`src/sv/fdw_pkg.sv`:
```
package fdw_pkg;

    // sequencer states
    typedef enum logic [2:0] {
        ST_IDLE,
        ST_MUL,
        ST_EMIT_ENTRY,
        ST_DIV,
        ST_EMIT_FAT
    } state_t;

    // input operations
    localparam logic [1:0] OP_OPEN  = 2'd0;
    localparam logic [1:0] OP_NEXT  = 2'd1;
    localparam logic [1:0] OP_REPLY = 2'd2;

    // result kinds
    localparam logic [2:0] KIND_ENTRY   = 3'd0;
    localparam logic [2:0] KIND_FAT_REQ = 3'd1;
    localparam logic [2:0] KIND_CONT    = 3'd2;
    localparam logic [2:0] KIND_END     = 3'd3;
    localparam logic [2:0] KIND_REFUSED = 3'd4;

    // configuration register indexes
    localparam logic [2:0] REG_DATA_START  = 3'd0;
    localparam logic [2:0] REG_FIRST_CLUS  = 3'd1;
    localparam logic [2:0] REG_SEC_PER_CL  = 3'd2;
    localparam logic [2:0] REG_ENT_PER_SEC = 3'd3;
    localparam logic [2:0] REG_FAT_START   = 3'd4;
    localparam logic [2:0] REG_FAT_WORDS   = 3'd5;

    localparam logic [31:0] END_OF_CHAIN = 32'h0FFF_FFFF;

endpackage

```
`src/sv/fat32_directory_walker.sv`:
```
// sequence: an open gives no beat; refusals and fat replies give one registered beat
// after acceptance; a next item gives its entry beat after an 8-step serial multiply
// on sectors per cluster, then a fat request beat after a 32-step serial divide
// when the cluster ends
// flow: one item at a time, taken only when idle and the result register is free
// reset: aresetn synchronous active low, config and control registers to defaults, no directory open
module fat32_directory_walker (
    input  logic        aclk,
    input  logic        aresetn,
    input  logic        cfg_wr_en,
    input  logic [2:0]  cfg_index,
    input  logic [31:0] cfg_wdata,
    input  logic        s_valid,
    output logic        s_ready,
    input  logic [1:0]  s_operation,
    input  logic [31:0] s_start_cluster,
    input  logic [31:0] s_fat_word,
    output logic        m_valid,
    input  logic        m_ready,
    output logic [2:0]  m_kind,
    output logic [31:0] m_sector_address,
    output logic [9:0]  m_word_index,
    output logic        m_sector_read_needed,
    output logic        m_last
);
    import fdw_pkg::*;

    // configuration
    logic [31:0] data_start_reg;
    logic [27:0] first_clus_reg;
    logic [7:0]  spc_reg;
    logic [7:0]  eps_reg;
    logic [31:0] fat_start_reg;
    logic [10:0] fwps_reg;

    // walk state
    logic [31:0] cluster_reg;
    logic [6:0]  entry_cnt_reg;
    logic [6:0]  sector_cnt_reg;
    logic        awaiting_reg;
    logic        done_reg;

    // sequencer and datapath
    state_t      state_reg, state_next;
    logic [2:0]  step_reg;
    logic [4:0]  bit_reg;
    logic [31:0] acc_reg;
    logic [31:0] mcand_reg;
    logic [7:0]  mplier_reg;
    logic [31:0] quo_reg;
    logic [10:0] rem_reg;
    logic [10:0] divisor_reg;
    logic [6:0]  ent_idx_reg;
    logic        ent_rd_reg;
    logic        fat_req_reg;

    // output register
    logic        m_valid_reg;
    logic [2:0]  m_kind_reg;
    logic [31:0] m_addr_reg;
    logic [9:0]  m_idx_reg;
    logic        m_rd_reg;
    logic        m_last_reg;

    logic        slot_free;
    logic        accept;
    logic        load_entry;
    logic        load_fat;

    // counter bumps for a next item
    logic [7:0]  ent_inc, sec_inc;
    logic        ent_wrap, sec_wrap, fat_req;
    logic [6:0]  entry_cnt_next, sector_cnt_next;
    logic        next_ok;

    // one restoring division step
    logic [11:0] trial;
    logic        trial_ge;

    assign ent_inc  = {1'b0, entry_cnt_reg} + 8'd1;
    assign sec_inc  = {1'b0, sector_cnt_reg} + 8'd1;
    assign ent_wrap = (ent_inc >= eps_reg) || ent_inc[7];
    assign sec_wrap = (sec_inc >= spc_reg) || sec_inc[7];
    assign fat_req  = ent_wrap && sec_wrap;
    assign entry_cnt_next  = ent_wrap ? 7'd0 : ent_inc[6:0];
    assign sector_cnt_next = ent_wrap ? (sec_wrap ? 7'd0 : sec_inc[6:0]) : sector_cnt_reg;
    assign next_ok = !awaiting_reg && !done_reg;

    assign trial    = {rem_reg, quo_reg[31]};
    assign trial_ge = trial >= {1'b0, divisor_reg};

    // next state
    always_comb begin
        state_next = state_reg;
        unique case (state_reg)
            ST_IDLE: begin
                if (accept && s_operation == OP_NEXT && next_ok) state_next = ST_MUL;
            end
            ST_MUL: begin
                if (step_reg == 3'd7) state_next = ST_EMIT_ENTRY;
            end
            ST_EMIT_ENTRY: begin
                if (slot_free) state_next = fat_req_reg ? ST_DIV : ST_IDLE;
            end
            ST_DIV: begin
                if (bit_reg == 5'd31) state_next = ST_EMIT_FAT;
            end
            ST_EMIT_FAT: begin
                if (slot_free) state_next = ST_IDLE;
            end
            default: state_next = ST_IDLE;
        endcase
    end

    // handshake and load strobes
    always_comb begin
        slot_free  = !m_valid_reg || m_ready;
        s_ready    = 1'b0;
        load_entry = 1'b0;
        load_fat   = 1'b0;
        unique case (state_reg)
            ST_IDLE:       s_ready    = slot_free;
            ST_MUL:        s_ready    = 1'b0;
            ST_EMIT_ENTRY: load_entry = slot_free;
            ST_DIV:        s_ready    = 1'b0;
            ST_EMIT_FAT:   load_fat   = slot_free;
            default:       s_ready    = 1'b0;
        endcase
    end

    assign accept = s_valid && s_ready;

    // configuration writes
    always_ff @(posedge aclk) begin
        if (!aresetn) begin
            data_start_reg <= 32'd0;
            first_clus_reg <= 28'd2;
            spc_reg        <= 8'd8;
            eps_reg        <= 8'd16;
            fat_start_reg  <= 32'd0;
            fwps_reg       <= 11'd128;
        end else if (cfg_wr_en) begin
            case (cfg_index)
                REG_DATA_START:  data_start_reg <= cfg_wdata;
                REG_FIRST_CLUS:  first_clus_reg <= cfg_wdata[27:0];
                REG_SEC_PER_CL:  spc_reg        <= cfg_wdata[7:0];
                REG_ENT_PER_SEC: eps_reg        <= cfg_wdata[7:0];
                REG_FAT_START:   fat_start_reg  <= cfg_wdata;
                REG_FAT_WORDS:   fwps_reg       <= cfg_wdata[10:0];
                default: ;
            endcase
        end
    end

    // control state
    always_ff @(posedge aclk) begin
        if (!aresetn) begin
            state_reg      <= ST_IDLE;
            cluster_reg    <= 32'd0;
            entry_cnt_reg  <= 7'd0;
            sector_cnt_reg <= 7'd0;
            awaiting_reg   <= 1'b0;
            done_reg       <= 1'b1;
            m_valid_reg    <= 1'b0;
        end else begin
            state_reg <= state_next;
            // every accepted item except an open or a good next gives a beat at once
            if (load_entry || load_fat ||
                (accept && s_operation != OP_OPEN &&
                 !(s_operation == OP_NEXT && next_ok))) begin
                m_valid_reg <= 1'b1;
            end else if (m_ready) begin
                m_valid_reg <= 1'b0;
            end
            if (accept) begin
                if (s_operation == OP_OPEN) begin
                    cluster_reg    <= s_start_cluster;
                    entry_cnt_reg  <= 7'd0;
                    sector_cnt_reg <= 7'd0;
                    awaiting_reg   <= 1'b0;
                    done_reg       <= 1'b0;
                end else begin
                    if (s_operation == OP_NEXT && next_ok) begin
                        entry_cnt_reg  <= entry_cnt_next;
                        sector_cnt_reg <= sector_cnt_next;
                        awaiting_reg   <= fat_req;
                    end
                    if (s_operation == OP_REPLY && awaiting_reg) begin
                        awaiting_reg <= 1'b0;
                        cluster_reg  <= s_fat_word;
                        done_reg     <= (s_fat_word == END_OF_CHAIN);
                    end
                end
            end
        end
    end

    // serial multiply and divide datapath
    always_ff @(posedge aclk) begin
        case (state_reg)
            ST_IDLE: begin
                // sector base and offset start the accumulator
                acc_reg     <= data_start_reg + {25'd0, sector_cnt_reg};
                mcand_reg   <= cluster_reg - {4'd0, first_clus_reg};
                mplier_reg  <= spc_reg;
                step_reg    <= 3'd0;
                ent_idx_reg <= entry_cnt_reg;
                ent_rd_reg  <= (entry_cnt_reg == 7'd0);
                fat_req_reg <= fat_req;
            end
            ST_MUL: begin
                if (mplier_reg[0]) acc_reg <= acc_reg + mcand_reg;
                mcand_reg  <= {mcand_reg[30:0], 1'b0};
                mplier_reg <= {1'b0, mplier_reg[7:1]};
                step_reg   <= step_reg + 3'd1;
            end
            ST_EMIT_ENTRY: begin
                quo_reg     <= cluster_reg;
                rem_reg     <= 11'd0;
                bit_reg     <= 5'd0;
                divisor_reg <= (fwps_reg == 11'd0) ? 11'd1 : fwps_reg;
            end
            ST_DIV: begin
                rem_reg <= trial_ge ? 11'(trial - {1'b0, divisor_reg}) : trial[10:0];
                quo_reg <= {quo_reg[30:0], trial_ge};
                bit_reg <= bit_reg + 5'd1;
            end
            default: ;
        endcase
    end

    // result register payload
    always_ff @(posedge aclk) begin
        if (load_entry) begin
            m_kind_reg <= KIND_ENTRY;
            m_addr_reg <= acc_reg;
            m_idx_reg  <= {3'd0, ent_idx_reg};
            m_rd_reg   <= ent_rd_reg;
            m_last_reg <= !fat_req_reg;
        end else if (load_fat) begin
            m_kind_reg <= KIND_FAT_REQ;
            m_addr_reg <= fat_start_reg + quo_reg;
            m_idx_reg  <= rem_reg[9:0];
            m_rd_reg   <= 1'b0;
            m_last_reg <= 1'b1;
        end else if (accept && s_operation != OP_OPEN) begin
            m_addr_reg <= 32'd0;
            m_idx_reg  <= 10'd0;
            m_rd_reg   <= 1'b0;
            m_last_reg <= 1'b1;
            if (s_operation == OP_REPLY && awaiting_reg)
                m_kind_reg <= (s_fat_word == END_OF_CHAIN) ? KIND_END : KIND_CONT;
            else
                m_kind_reg <= KIND_REFUSED;
        end
    end

    assign m_valid              = m_valid_reg;
    assign m_kind               = m_kind_reg;
    assign m_sector_address     = m_addr_reg;
    assign m_word_index         = m_idx_reg;
    assign m_sector_read_needed = m_rd_reg;
    assign m_last               = m_last_reg;

    // checks
    a_div_awaits: assert property (@(posedge aclk) disable iff (!aresetn)
        state_reg == ST_DIV |-> awaiting_reg)
        else $error("divide running with no fat request pending");

    a_mul_open: assert property (@(posedge aclk) disable iff (!aresetn)
        state_reg == ST_MUL |-> !done_reg)
        else $error("entry address computed on a finished chain");

    a_fat_last: assert property (@(posedge aclk) disable iff (!aresetn)
        m_valid_reg && m_kind_reg == KIND_FAT_REQ |-> m_last_reg && awaiting_reg)
        else $error("fat request beat malformed");

    a_load_free: assert property (@(posedge aclk) disable iff (!aresetn)
        (load_entry || load_fat) |-> (!m_valid_reg || m_ready))
        else $error("result register overwritten");

endmodule

```
`config.mk`:
```
export PLATFORM = sky130hd
export DESIGN_NAME = fat32_directory_walker
export DESIGN_NICKNAME = d
export VERILOG_FILES = /design/src/sv/fdw_pkg.sv /design/src/sv/fat32_directory_walker.sv
export SDC_FILE = /design/constraint.sdc
export NUM_CORES = 1
export LEC_CHECK = 0
export BUFFER_PORTS_ARGS = -buffer_cell sky130_fd_sc_hd__buf_2
export CORE_MARGIN = 2
export CORE_UTILIZATION = 50
export CTS_CLUSTER_SIZE = 14
export DETAILED_ROUTE_END_ITERATION = 8
export HOLD_SLACK_MARGIN = 0.08
export PLACE_DENSITY = 0.64
export SYNTH_ARGS = -nofsm -noshare
export SYNTH_HDL_FRONTEND = slang
export SYNTH_SLANG_ARGS = --single-unit
export TNS_END_PERCENT = 10
```
`constraint.sdc`:
```
create_clock -name aclk -period 7.43 [get_ports aclk]
set_input_delay 0.743 -clock aclk [delete_from_list [all_inputs] [get_ports aclk]]
set_output_delay 0.743 -clock aclk [all_outputs]
set_load 0.005 [all_outputs]
```
-- After elaboration in Yosys (flattened, before gate mapping)
Index checks and enable logic that the tools add are counted.
- bits in registers: 361
- bits of input ports: 106
- muxes and demuxes: 51
- add/subtract/negate cells: 9
- equal/unequal tests: 20
- reduce and logical (&&, ||, !) cells: 47
- $lt $le $gt $ge: 3
- operators with widths (cell ; number):
    2-to-1 mux 32 bit ; 6
    case mux 32 bit (2 select lines) ; 3
    adder 32 bit ; 2
    2-to-1 mux 7 bit ; 8
    adder 32 x 7 -> 32 bit ; 1
    == test 32 x 28 -> 1 bit, second input constant ; 1
    subtractor 32 x 28 -> 32 bit ; 1
    case mux 11 bit (2 select lines) ; 1
    2-to-1 mux 10 bit ; 2
    AND reduction 2 bit ; 10
    2-to-1 mux 1 bit ; 19
    2-to-1 mux 3 bit ; 6
    adder 7 x 1 -> 8 bit, second input constant ; 2
    greater-or-equal comparator 8 bit ; 2
    case mux 8 bit (2 select lines) ; 1
    nonzero test 2 bit ; 8
    case mux 3 bit (5 select lines) ; 1
    == test 3 x 2 -> 1 bit, second input constant ; 4
    == test 3 bit, second input constant ; 4
    greater-or-equal comparator 12 x 11 -> 1 bit ; 1
    inequality test 2 bit, second input constant ; 6
    logical NOT 11 bit ; 1
    2-to-1 mux 11 bit ; 1
    subtractor 11 bit ; 1
    other kinds (19) ; 38

-- Longest topological paths before layout
Gate-level depths: netlist (run 1).
- depth after elaboration: 8
- depth in mapped cells: 12
- gate-level depth less buffers: 12

-- Least setup slack after synthesis (run 1)
No wires, ideal clock.
- path kind: register to register
- start point: register state_reg[2]
- end point: register m_last_reg (netlist: m_last), enable pin
- arrival: 5.011 ns
- required time: 7.031 ns
- cell stages (with the launch flop): 8
- library setup time: 0.399 ns
- path slack: 2.020 ns
- buffers on the path: 2
- cells stage by stage: dfxtp_1 -> clkbuf_1 -> nor2b_1 -> nor2b_1 -> nor2b_1 -> clkbuf_1 -> nor2_1 -> nand2_1
- word-level cells in the longest chain between the ends: 5
- elaborated cells on any way between the ends: 9
- RTL lines (what ; RTL line ; text):
    start: declaration ; fat32_directory_walker.sv:44 ; state_t state_reg, state_next;
    start signal: assignment ; fat32_directory_walker.sv:166 ; state_reg <= state_next;
    logical NOT 3 bit ; fat32_directory_walker.sv:121 ; unique case (state_reg)
    2-to-1 mux 1 bit ; fat32_directory_walker.sv:121 ;
    logical AND 1 bit ; fat32_directory_walker.sv:131 ; assign accept = s_valid && s_ready;
    logical AND 1 bit ; fat32_directory_walker.sv:246 ; end else if (accept && s_operation != OP_OPEN) begin
    nonzero test 3 bit (no line) * ; -- ;
    end signal: assignment ; fat32_directory_walker.sv:239 ; m_last_reg <= !fat_req_reg;
    end: declaration ; fat32_directory_walker.sv:63 ; logic m_last_reg;
Mark *: on every way between the ends. The rest lies on a longest branch, timed or not.
A chain may end at the register's enable or synchronous reset.

-- Final worst setup path (run 1)
- start point: register state_reg[1]
- end point: register m_addr_reg[16] (netlist: m_sector_address[16]), enable pin
- word-level cells in the longest chain between the ends: 5
- elaborated cells on any way between the ends: 9
- RTL lines (what ; RTL line ; text):
    logical NOT 3 bit ; fat32_directory_walker.sv:121 ;
    2-to-1 mux 1 bit ; fat32_directory_walker.sv:121 ;
    logical AND 1 bit ; fat32_directory_walker.sv:131 ;
    logical AND 1 bit ; fat32_directory_walker.sv:246 ;
    nonzero test 3 bit (no line) * ; -- ;
    end signal: assignment ; fat32_directory_walker.sv:236 ; m_addr_reg <= acc_reg;
    end signal: assignment ; fat32_directory_walker.sv:242 ; m_addr_reg <= fat_start_reg + quo_reg;
    end: declaration ; fat32_directory_walker.sv:60 ; logic [31:0] m_addr_reg;
Marked as above.

==> results of run 1 <==
-- final cells by class --
cell class,count,share of cell area
Multi-Input combinational cell,1798,0.4823
Inverter,90,0.01412
Tap cell,539,0.02819
Sequential cell,361,0.3791
Clock inverter,19,0.008631
Timing Repair Buffer,173,0.03829
Clock buffer,57,0.04928
-- how the worst max path moves through the flow --
stage                 start                    to  slack (ns)
6_report       state_reg[1]  m_sector_address[16]        3.98
5_1_grt        state_reg[1]  m_sector_address[12]        3.73
4_1_cts        state_reg[1]  m_sector_address[13]        3.98
3_5_place_dp   state_reg[1]  m_sector_address[19]        4.02
3_3_place_gp   state_reg[1]  m_sector_address[14]        4.16
2_1_floorplan  state_reg[2]                m_last        2.02
-- per-stage QoR --
step	total power, mW	std cells	util	hold slack (ns)
final	8.319	3037	0.5677	0.4313
after global routing	8.787	3037	0.5677	0.4271
after CTS	8.335	3037	0.5677	0.3983
after detailed placement	6.230	2961	0.5348	0.4466
after global placement	6.179	2961	0.5348	0.4414
after floorplan	5.214	2388	-	0.4413
-- report_power, final --
part,internal (mW),switching (mW)
combinational,1.21,1.97
sequential,2.73,0.325
clock,1.22,0.860
total,5.16,3.16
-- worst max-delay path: cells and delay by family, from the launching register on --
family                 cells  cell delay, ns
buffers and inverters      1            0.53
DFF                        1            0.51
and+or+nand+nor            5            1.97
-- metal layers --
layer,vias up,part of all wire,track usage
li1,8677,-,-
met1,8629,0.41,0.3455
met2,549,0.49,0.4938
met3,134,0.053,0.03821
met4,0,0.045,0.1285
met5,-,0,0
-- Yosys cell counts, types with 33 or more instances --
| library cell | count | area share |
|---|---|---|
| nand2_1 | 436 | 0.076 |
| edfxtp_1 | 184 | 0.26 |
| dfxtp_1 | 177 | 0.17 |
| o21ai_0 | 145 | 0.034 |
| a21oi_1 | 133 | 0.031 |
| ha_1 | 131 | 0.077 |
| a21boi_0 | 127 | 0.045 |
| clkbuf_1 | 125 | 0.022 |
| nor2_1 | 123 | 0.022 |
| inv_1 | 90 | 0.016 |
| nand3_1 | 82 | 0.019 |
| xnor2_1 | 66 | 0.027 |
| xor2_1 | 64 | 0.026 |
| a21o_1 | 53 | 0.019 |
| nand4_1 | 33 | 0.0096 |
| o211a_1 | 33 | 0.015 |
-- cell usage in the layout (no fill, tap or decap), drive strengths merged, types with 11 or more instances in the layout --
master  count
nor2      123
mux2       31
a31oi      16
inv        93
clkinv     11
nand2b     18
xor2       64
a211oi     15
and3       25
o211a      33
a22o       12
nand3      82
edfxtp    184
o21bai     18
mux2i      22
xnor2      66
nand2     436
nor3       29
a21o       53
nor4       11
a21oi     133
nand4      33
a21boi    127
o21a       11
nor2b      28
o31ai      12
o211ai     19
o21ai     152
clkbuf     57
buf       173
ha        131
dfxtp     177
-- cell families (layout without fill, tap and decap cells) --
logic type,count (synthesis),after routing,share of synthesized area
AND/OR/NAND/NOR,826,826,0.1719
AO/OA/AOI/OAI,653,653,0.2031
flip-flops,361,361,0.4234
buffers and inverters,229,339,0.04066
adder cells (fa/ha/maj),136,136,0.08120
XOR/XNOR,130,130,0.05316
multiplexers,53,53,0.02658
==> results.cfg, run 1 <==
[run_status]
status = completed

[synth]
synthArstFlopShare = 0
synth_area_um2 = 21420
syn_nets = 2630
ys.flop_type = edfxtp_1
yosys_warnings = 0
synth_edf_count = 184
yosysSeqAreaShare = 0.4234
syn_inst = 2388
yosys_register_bits = 361
avgSynthCellArea_um2 = 8.970
netlist-cell-type-count = 77

[worst_hold_path]
hold_class = primary input to flop
hold_start = s_valid
hold-path-endpoint = awaiting_reg
min_path_cells = 2

[timing]
fin_ws_ns = 3.982
rsz0062_at_grt = no
finalCritPeriodShare = 0.4640
hold_violations = 0
fin_crit_ns = 3.448
drv_slew = 0
slew_headroom = 0.1488
tightest_slew_ns = 1.272
setup_tns_ns = 0
max_freq_ghz = 0.2900
clock_skew_ns = 0.02274
finalSetupViolCount = 0

[layout]
fillers = 3867
final_area_um2 = 23920
nets = 2707
drive_gt1_frac = 0.1221
syn_to_final_growth_pct = 11.67
multi_input_area_um2 = 11540
antenna_cells = 0
ff_latch_area_um2 = 9069

[cts]
clk_pin_slew_ns = 0.06
cts_tree = done
clock_path_buffers = 3
insertion_delay_ns = 0.57
cts_buffers = 41
post_cts.repair.setup_buffers = 0
cts_sinks = 361
cts.hold.buffers_added = 0
root_buffer = clkbuf_16
cts_resized = 0
h-tree-depth = 2

[floorplan]
die_w_um = 211.0
rows = 75
core_um2 = 42130
initial_core_util = 0.5084
dieHeight_um = 211.0
boundaryPins = 155
dieArea_um2 = 44510

[setup_path]
r2r_slack_ns = 3.98
cp.required_ns = 7.60
cp_data_arrival_time_ns = 3.61
cp-end-kind = flop
ff2ff_path_depth = 6
rr_endpoint = m_sector_address[16]
r2r_start = state_reg[1]
critPathSlowestCell = nand2_2
max_stage_delay_ns = 0.91
cp_max_fo = 41
crit_top_cell = nor2b_4
path_class = flop to flop
start_kind = flop
path_cells = nor2b_4, buf_4, nor2b_1, nor2b_4, nor2_1, nand2_2

[grt]
grt_usage = 0.2820
grt_pass1_wl_mm = 96.74
grt_pass1_vias = 17450
grt_max_degree = 97
grt_overflow = 0
antenna_found_initial = 0

[drt]
post_drt_via_cell_ratio = 5.923
via_count = 17990
first_pass_iters = 5
wl_per_cell_um = 20.90
first_iter_violations = 1400
drc = 0
drtAntennaViolNets = 0
drt-total-wl_mm = 63.46

[placement]
gp_congestion = 0.8908
dpl_cell_area_um2 = 22530
pre_cts_slack_ns = 4.021
dp_hpwl_mm = 46.86
io_buffers = 154

[run]
drv_cap = 0

[power_and_ir_drop]
power_density_nw_per_um2 = 347.8
leakagePower_nw = 9.956
irDropWorstVdd_mv = 0.1932
Power figures use the tool's default switching activity.
==> run 2: changes to the inputs <==
--- a/config.mk
+++ b/config.mk
@@ -5,13 +5,14 @@
 export SDC_FILE = /design/constraint.sdc
 export NUM_CORES = 1
 export LEC_CHECK = 0
+export ABC_AREA = 1
 export BUFFER_PORTS_ARGS = -buffer_cell sky130_fd_sc_hd__buf_2
 export CORE_MARGIN = 2
 export CORE_UTILIZATION = 50
 export CTS_CLUSTER_SIZE = 14
 export DETAILED_ROUTE_END_ITERATION = 8
 export HOLD_SLACK_MARGIN = 0.08
-export PLACE_DENSITY = 0.64
+export PLACE_DENSITY = 0.66
 export SYNTH_ARGS = -nofsm -noshare
 export SYNTH_HDL_FRONTEND = slang
 export SYNTH_SLANG_ARGS = --single-unit
==> constraint.sdc (replaced) <==
create_clock -name aclk -period 3 [get_ports aclk]
set_input_delay 0.3 -clock aclk [delete_from_list [all_inputs] [get_ports aclk]]
set_output_delay 0.3 -clock aclk [all_outputs]
set_load 0.005 [all_outputs]
==> run 2 against run 1 <==
Synthesized cell count is 45% higher. Clock power grew to 2.5 times the previous value. Clock skew is 0.00052 ns higher. Utilization is 1.3 points higher. Critical path depth is 2 higher. Sequential cell count stayed put. Total power grew to 3.0 times the previous value. Non-clock buffer count is 80 higher. Setup slack worse by 3.7 ns. Cell area is 13% higher. Critical path type unchanged.
==> results.cfg, run 2 <==
[run_status]
status = completed

[power_and_ir_drop]
intPower_mw = 13.70
switching_share = 0.4431
irDropWorstVdd_mv = 0.7037
leakagePower_nw = 13.78
pwr-share-comb = 0.450
totalPowerFinal_mw = 24.61
p_sw_mw = 10.90
clkPwrFrac = 0.216
power_frac_seq = 0.334
power_density_nw_per_um2 = 911.7

[cts]
clk_pin_slew_ns = 0.07
insertion_delay_ns = 0.58
cts_sinks = 361
post_cts.repair.setup_buffers = 0
clock_path_buffers = 3
cts_tree = done
cts_buffers = 41
cts_resized = 0
cts.hold.buffers_added = 76
root_buffer = clkbuf_16
h-tree-depth = 2

[placement]
gp_congestion = 0.9893
io_buffers = 154
dp_hpwl_mm = 62.50
pre_cts_slack_ns = 0.3488

[layout]
final_common_cell = nand2_1
nets = 3900
fillers = 4494
antenna_cells = 0
syn_to_final_growth_pct = 15.06
most-common-layout-cells = nand2_1 (1183), inv_1 (529), nor2_1 (321), o21ai_0 (196), a21oi_1 (186)
drive_gt1_frac = 0.07940

[timing]
fin_crit_ns = 2.710
tightest_slew_ns = 1.226
setup_tns_ns = 0
max_freq_ghz = 0.3690
slew_headroom = 0.1819
fin_ws_ns = 0.2897
drv_slew = 0
hold_violations = 0
rsz0062_at_grt = no
finalSetupViolCount = 0
clock_skew_ns = 0.02326
finalCritPeriodShare = 0.9034

[grt]
grt_pass1_vias = 20980
grt_usage = 0.3262
grt_pass1_wl_mm = 120.0
grt_overflow = 0
antenna_found_initial = 1
grt_max_degree = 77

[run]
drv_cap = 0

[setup_path]
cp_data_arrival_time_ns = 2.98
path_class = flop to flop
cp-end-kind = flop
cp.required_ns = 3.27
cp_max_fo = 4
start_kind = flop
r2r_slack_ns = 0.29

[synth]
synth_edf_count = 184
synth_area_um2 = 23460
synth.top_cells.by_area = edfxtp_1 (24%), nand2_1 (19%), dfxtp_1 (15%), inv_1 (8.5%), ha_1 (7.0%)
yosys_warnings = 0
yosysMostFrequentCell = nand2_1
yosys-top-cells-count = nand2_1 (1185), inv_1 (530), nor2_1 (322)
syn_inst = 3458
avgSynthCellArea_um2 = 6.783
yosysSeqAreaShare = 0.3866
synth_top_area_cell = edfxtp_1
synthArstFlopShare = 0
yosysTopAreaCellShare = 0.2356
yosys_register_bits = 361
netlist-cell-type-count = 40
syn_nets = 3700
ys.flop_type = edfxtp_1

[floorplan]
rows = 79
dieHeight_um = 220.6
die_w_um = 220.6
core_um2 = 46460
initial_core_util = 0.5049
dieArea_um2 = 48660
boundaryPins = 155

[drt]
post_drt_via_cell_ratio = 5.352
via_count = 23000
first_pass_iters = 5
drt-total-wl_mm = 80.37
drc = 0
drtAntennaViolNets = 0
wl_per_cell_um = 18.70
first_iter_violations = 2118

[worst_hold_path]
hold_class = primary input to flop
run 2: cell count changes after synthesis, sizes merged, moves of 53 or more:
cell and change:
xnor2 -55, nand2 +752, clkbuf -57, inv +449, a21boi -127, a21oi +53, o21ai +75, nand3 +104
nor2 +210
run 2: path summary, 6_finish.rpt:
kind,start,endpoint,cells past startpoint
worst max-delay path,quo_reg[0],m_sector_address[10],8
worst min-delay path,cfg_wdata[10],fwps_reg[10],3
worst max register to register,quo_reg[0],m_sector_address[10],8
worst min register to register,fwps_reg[9],divisor_reg[9],0
run 2: power groups by stage:
| stage | registers [mW] | logic, mW | clock network (mW) |
|---|---|---|---|
| floorplan | 7.68 | 7.41 | 0 |
| global placement | 8.22 | 10.7 | 0 |
| detailed placement | 8.25 | 10.8 | 0 |
| CTS | 8.16 | 11.0 | 5.37 |
| global route | 8.28 | 12.5 | 5.55 |
| finish | 8.22 | 11.1 | 5.31 |
run 2: worst max-delay path, cell delays in order (launching register included):
cell and delay (ns):
edfxtp_1 0.46, ha_1 0.27, fa_1 0.44, nand2_1 0.09
nand3_1 0.18, nand2_1 0.11, nand2_1 0.16, o21ai_0 0.47
nand2_1 0.23
run 2: logic make-up (layout without fill, tap and decap cells):
kind of cell | after synthesis | after routing | share of synthesized area
and+or+nand+nor | 1820 | 1820 | 0.3162
DFF | 361 | 361 | 0.3866
AOI/OAI and AO/OA | 467 | 467 | 0.1049
muxes | 1 | 1 | 0.0004268
adders and majority gates | 136 | 136 | 0.07415
xor gates and xnor gates | 38 | 38 | 0.01419
buffers and inverters | 635 | 867 | 0.1035
run 2: final cells by class:
cell class              count  area, um^2  area share
multi-input cells        2462       11980      0.4439
flip-flops and latches    361        9069      0.3360
inverters                 539        2023     0.07497
repair buffers            253        1757     0.06509
clock buffers              50        1121     0.04154
well taps                 607       759.5     0.02814
clock inverters            25       277.8     0.01029
run 2: through the flow:
stage,instances,utilization,area [um^2],hold WS (ns)
2_1_floorplan,3458,-,23460,0.4240
3_3_place_gp,4146,0.5344,24830,0.4408
3_5_place_dp,4146,0.5344,24830,0.4442
4_1_cts,4297,0.5809,26990,0.08749
5_1_grt,4297,0.5809,26990,0.1043
6_report,4297,0.5809,26990,0.1018
run 2: layer usage:
metal | vias to the layer above | track usage | part of all wire | routed length (um)
met5 | - | 0 | 0.00016 | 13
met4 | 2 | 0.08711 | 0.025 | 2028
met3 | 120 | 0.04921 | 0.074 | 5972
met2 | 846 | 0.5054 | 0.44 | 35160
met1 | 10630 | 0.4742 | 0.46 | 37190
li1 | 11400 | - | - | -
